**config.mk**
```make
export PLATFORM = sky130hd
export DESIGN_NAME = tard_ctrl
export DESIGN_NICKNAME = d
export VERILOG_FILES = /design/src/design/tard_pkg.sv /design/src/design/tard_ctrl.sv
export SDC_FILE = /design/constraint.sdc
export NUM_CORES = 1
export LEC_CHECK = 0
export BUFFER_PORTS_ARGS = -buffer_cell sky130_fd_sc_hd__buf_2
export CORE_ASPECT_RATIO = 0.8
export CORE_MARGIN = 8
export CORE_UTILIZATION = 55
export CTS_CLUSTER_DIAMETER = 120
export DETAILED_ROUTE_END_ITERATION = 8
export PLACE_DENSITY = 0.74
export SYNTH_ARGS = -nofsm -noshare
export SYNTH_HDL_FRONTEND = slang
export SYNTH_SLANG_ARGS = --single-unit
```
**constraint.sdc**
```tcl
create_clock -name clk -period 4.95 [get_ports clk]
set_input_delay 0.495 -clock clk [delete_from_list [all_inputs] [get_ports clk]]
set_output_delay 0.495 -clock clk [all_outputs]
set_load 0.1 [all_outputs]
```
**src/design/tard_pkg.sv**
```systemverilog
`default_nettype none
package tard_pkg;
  localparam int NUM_CODES_DEF = 64;
  localparam int TRACK_ID_CODE = 57;
  localparam int MAX_OUT = 64;
  localparam logic [19:0] QUIET_MAX = 20'hFFFFF;
  localparam logic [19:0] QUIET_RESET = 20'd500;
  localparam logic [8:0] RATIO_RESET = 9'd182;

  localparam logic [1:0] ACT_SAMPLE = 2'd0;
  localparam logic [1:0] ACT_SYNC = 2'd1;
  localparam logic [1:0] ACT_TICK = 2'd2;
  localparam logic [1:0] ACT_END = 2'd3;

  localparam logic [0:0] REG_QUIET = 1'b0;
  localparam logic [0:0] REG_RATIO = 1'b1;

  // controller to datapath
  typedef struct packed {
    logic rd_sample;   // read entry at sample code
    logic wr_sample;   // merge sample into entry
    logic scan_start;  // begin a selection pass
    logic scan_step;   // look at one code
    logic take;        // mark best as taken
    logic clear;       // clear seen and taken
  } tard_cmd_t;

  // datapath to controller
  typedef struct packed {
    logic scan_done;
    logic found;
    logic keep;
  } tard_sts_t;
endpackage
`default_nettype wire

```
**src/design/tard_ctrl.sv**
```systemverilog
`default_nettype none
module tard_ctrl (
  input  wire logic                clk,
  input  wire logic                rst,
  input  wire logic                in_valid,
  output logic                     in_stall,
  input  wire logic [1:0]          action,
  input  wire logic [19:0]         quiet_ticks,
  output tard_pkg::tard_cmd_t      cmd,
  input  wire tard_pkg::tard_sts_t sts,
  output logic                     first,
  output logic                     emit_valid,
  output logic                     emit_none,
  output logic                     emit_last,
  input  wire logic                emit_free
);
  typedef enum logic [5:0] {
    S_IDLE = 6'b000001,
    S_RMW  = 6'b000010,
    S_SCAN = 6'b000100,
    S_DEC  = 6'b001000,
    S_OUT  = 6'b010000,
    S_CLR  = 6'b100000
  } state_t;

  state_t state, state_next;
  logic report_seen;
  logic [19:0] quiet_count, qc_inc;
  logic [6:0] n_out;
  logic acc;

  assign acc = in_valid && !in_stall;
  assign in_stall = state != S_IDLE;
  assign qc_inc = (quiet_count < tard_pkg::QUIET_MAX) ? quiet_count + 20'd1 : quiet_count;
  assign first = n_out == 7'd0;

  always_comb begin
    state_next = state;
    cmd = '0;
    emit_valid = 1'b0;
    emit_none = 1'b0;
    emit_last = 1'b0;
    unique case (state)
      S_IDLE: if (acc) begin
        unique case (action)
          tard_pkg::ACT_SAMPLE: begin
            cmd.rd_sample = 1'b1;
            state_next = S_RMW;
          end
          tard_pkg::ACT_SYNC: ;
          tard_pkg::ACT_TICK:
            if (report_seen && qc_inc > quiet_ticks) begin
              cmd.scan_start = 1'b1;
              state_next = S_SCAN;
            end
          default: begin
            cmd.scan_start = 1'b1;
            state_next = S_SCAN;
          end
        endcase
      end
      S_RMW: begin
        cmd.wr_sample = 1'b1;
        state_next = S_IDLE;
      end
      S_SCAN: begin
        cmd.scan_step = 1'b1;
        if (sts.scan_done) state_next = S_DEC;
      end
      S_DEC: begin
        if (!sts.found || !sts.keep || n_out == 7'(tard_pkg::MAX_OUT)) begin
          state_next = S_OUT;
        end else if (first || emit_free) begin
          // a held word goes out on this take, so the output must be free
          cmd.take = 1'b1;
          state_next = S_SCAN;
          cmd.scan_start = 1'b1;
        end
      end
      S_OUT: begin
        // only the last word or the none word is left to send
        if (emit_free) begin
          emit_valid = 1'b1;
          emit_none = n_out == 7'd0;
          emit_last = 1'b1;
          cmd.clear = 1'b1;
          state_next = S_CLR;
        end
      end
      S_CLR: state_next = S_IDLE;
      default: state_next = S_IDLE;
    endcase
  end

  always_ff @(posedge clk) begin
    if (rst) begin
      state <= S_IDLE;
      report_seen <= 1'b0;
      quiet_count <= '0;
      n_out <= '0;
    end else begin
      state <= state_next;
      if (cmd.clear) begin
        report_seen <= 1'b0;
        quiet_count <= '0;
      end else if (acc && action == tard_pkg::ACT_SYNC) begin
        report_seen <= 1'b1;
        quiet_count <= '0;
      end else if (acc && action == tard_pkg::ACT_TICK && report_seen) begin
        quiet_count <= qc_inc;
      end
      if (cmd.clear) n_out <= '0;
      else if (cmd.take) n_out <= n_out + 7'd1;
    end
  end
endmodule
`default_nettype wire

```
==> results.md <==
- Req. time, crit path: ~4.5 ns
- FFs w/ async S/R, synth: 0%
- DRT antenna net count: 0
- Initial core utilization: 57.9%
- Final worst-path cycle share: around 94%
- Post-synth cell types: 54
- MaxCap Viol Count: 0
- Power per standard cell area: between 200 and 250 nW/µm²
- Max Freq: approximately 220 MHz
- Antenna fix cells: 0
- Final Hold Violating Endpoints: 0
- CP most frequent cell: nand4_1
- Worst vdd ir: about 0.22 mV
- Clock Path Buffers: 2
- Slew Viols, Final: 0
- CTS tree: yes
- DIE HEIGHT: roughly 78 µm
- Ys Warns: 0
- Post-cts hold buffer count: 0
- Main combinational cell family by area after synthesis: simple AND/OR/NAND/NOR gates
- CTS H-tree depth: 2
- Worst path max stage delay: roughly 0.5 ns
- XOR/XNOR Fraction of Synth Area: a little under an eighth
- Mapped Cells: 334
- WP buf/inv: 1
- CP Capture Type: primary output
- Startpoint class of the critical path: register
- Leak: approximately 1.3 nW
- Leading cell types in the layout, fill and taps excluded: 41 x nor2_1, 38 x buf_2, 34 x dfxtp_1
- Area delta synth->final: 12.8%
- Commonest non-fill, non-tap cell in the layout: nor2_1
- Clk pin slew, worst setup/hold paths: 0.07 ns
- Mux contribution to synthesized area: under 10%
- Initial antenna violation count: 0
- Placer congestion estimate: 0.881
- FF/Latch Area: 681 µm²
- Post-Route WL: around 6200 µm
- CP Data Arrival Time: approximately 4.1 ns
- Syn Area/Cell: approximately 8.0 µm²
- Worst-path cell chain: ha_1, nand4_1, nor4_4, nand3_2, nand2b_4, nor2_2, xor2_1, ha_1, nand4_1, nor4_2, o21ai_0, nand4_1, a21bo_2, clkbuf_4
- CP Max Fanout: 10
- CP delay by family, top: simple AND/OR/NAND/NOR gates
- Worst Skew: between 0.005 and 0.006 ns
- Vias: ~2400
- Gr usage total: between 15 and 20%
- First-pass GRT wire length: approximately 10000 µm
- Sequential area share after synthesis: about 25%
- Synth Area in Simple Gates: between 30% and 40%
- Multi-input logic area: ~1800 µm²
- Post-synth EDFFs: 0
- DPL Wire Length: around 4800 µm
- Largest net degree at the start of global routing: 21
- Die Wd: 94.0 µm
- Worst Setup Path Type: register to primary output
- Yosys reg bits: 34
- Run status: completed
- DRC: 0
- Post-Syn Nets: roughly 390
- Core area: 4620 µm²
- Drt pass-1 iters: 4
- Hold Slack: 0.457 ns
- Proportion of layout cells with a drive suffix above 1: 19.2%
- Worst skew pair latency: 0.29 ns
- Compound-Gate Fraction of Synth Area: 11.1%
- Actual slew at the worst max-slew pin: about 1.0 ns
- Routed len/inst: 14.4 µm
- Post-layout util: approximately 65%
- Worst slew margin: approximately 30%
- Sink Count: 34
- Final setup fails: 0
- Post-synthesis adder-cell area fraction: a little over a tenth
- I/O Pins: 40
- Main synth FF type: dfxtp_1
- TritonCTS buffer count: 5
- Die area: 7370 µm²
- Root Driver: clkbuf_8
- DR iter-0 viols: a little under 200
- IO Port Bufs: 39
- Vias in the first global route: between 2000 and 2500
- Worst hold path class: input port to register
- Mapped cell area: approximately 2700 µm²
- Row cnt: 22
- Crit path time final: roughly 4.6 ns
- # nets final: about 420
- Fill count: around 410
- Vias/cell: around 5.7
- CP max-delay cell: nor4_2
- Congestion Overflow GR: 0
[path summary, 6_finish.rpt]
path / slack (ns) / endpoint / start / depth (start not counted)
setup / recovery: 0.31 / cmd[3] / quiet_count[0] / 14
hold / removal: 0.46 / state[4] / rst / 2
setup reg to reg: 1.07 / state[2] / quiet_count[0] / 14
hold reg to reg: 0.52 / quiet_count[9] / quiet_count[9] / 2
[final cells by class]
cell class,count,area share [%]
clock buffers,5,2.28
clock inverters,3,1.33
inverters,29,3.61
multi-input cells,260,61.2
flip-flops and latches,34,22.5
well taps,60,2.49
repair buffers,39,6.55
[kinds of logic after synthesis]
family | count (synthesis)
AO/OA/AOI/OAI | 45
XOR/XNOR | 35
adder cells (fa/ha/maj) | 23
buffers and inverters | 40
flip-flops | 34
multiplexers | 3
AND/OR/NAND/NOR | 154
[per-layer routing]
metal  GRT usage [%]  part of all wire, %  up-vias
met4            4.58                  1.2        0
li1                -                    -     1239
met1            22.7                   45     1129
met3            4.09                  6.7        9
met2            25.9                   47       67
met5               0                    0        -
[where the power goes]
part / switching (mW) / total [mW] / internal (mW) / leakage (nW)
Combinational: 0.0657 / 0.0980 / 0.0323 / 1.00
Clock: 0.103 / 0.251 / 0.148 / 0.0579
Sequential: 0.00463 / 0.281 / 0.276 / 0.274
Total: 0.174 / 0.630 / 0.457 / 1.33
[flip-flops by register name, summed over array words and instances (netlist names)]
signal	count
report_seen	1
quiet_count	20
state	6
n_out	7
[worst register-to-register path: stages, from the launching register on]
cell	delay [ns]
dfxtp_1	0.43
ha_1	0.32
nand4_1	0.24
nor4_4	0.35
nand3_2	0.30
nand2b_1	0.26
nor2_1	0.07
xor2_1	0.14
ha_1	0.31
a21oi_1	0.16
o21ai_0	0.14
a2111oi_2	0.43
nand4_1	0.19
a21bo_2	0.24
o21ba_2	0.20
[repair_timing]
item	CTS	global route
setup endpoints to repair	0	1
gates resized for setup	0	4
buffers inserted	0	0
[cell usage after synthesis, types with 3 or more instances]
| master | instances | share of area (%) |
|---|---|---|
| and3_1 | 5 | 1.2 |
| ha_1 | 23 | 11 |
| a21oi_1 | 18 | 3.4 |
| nand3_1 | 13 | 2.4 |
| xnor2_1 | 18 | 5.9 |
| clkbuf_1 | 3 | 0.42 |
| o21ai_0 | 9 | 1.7 |
| buf_2 | 4 | 0.75 |
| nor2b_1 | 5 | 1.2 |
| nor2_1 | 41 | 5.7 |
| nand4_1 | 14 | 3.3 |
| xor2_1 | 17 | 5.6 |
| nor3b_1 | 3 | 0.84 |
| inv_1 | 29 | 4.1 |
| nor3_1 | 8 | 1.5 |
| nor3_2 | 3 | 1.1 |
| dfxtp_1 | 34 | 25 |
| nor4b_1 | 4 | 1.3 |
| or3_1 | 6 | 1.4 |
| nand2_1 | 22 | 3.1 |
| and4_1 | 4 | 1.3 |
| nor2_2 | 3 | 0.70 |
| nand3b_1 | 3 | 0.84 |
| buf_4 | 3 | 0.84 |
| nor4_1 | 4 | 0.93 |
[per-stage QoR]
| stage | worst slack (ns) | total power, mW | TNS, ns | area (µm²) | cells |
|---|---|---|---|---|---|
| floorplan | 1.09 | 0.356 | 0 | 2680 | 334 |
| global placement | 0.611 | 0.382 | 0 | 2900 | 422 |
| detailed placement | 0.358 | 0.382 | 0 | 2900 | 422 |
| CTS | 0.00123 | 0.635 | 0 | 3000 | 430 |
| global route | -0.000242 | 0.656 | -0.000242 | 3020 | 430 |
| finish | 0.311 | 0.630 | 0 | 3020 | 430 |
Note: power is estimated with default switching activity, not from simulation.
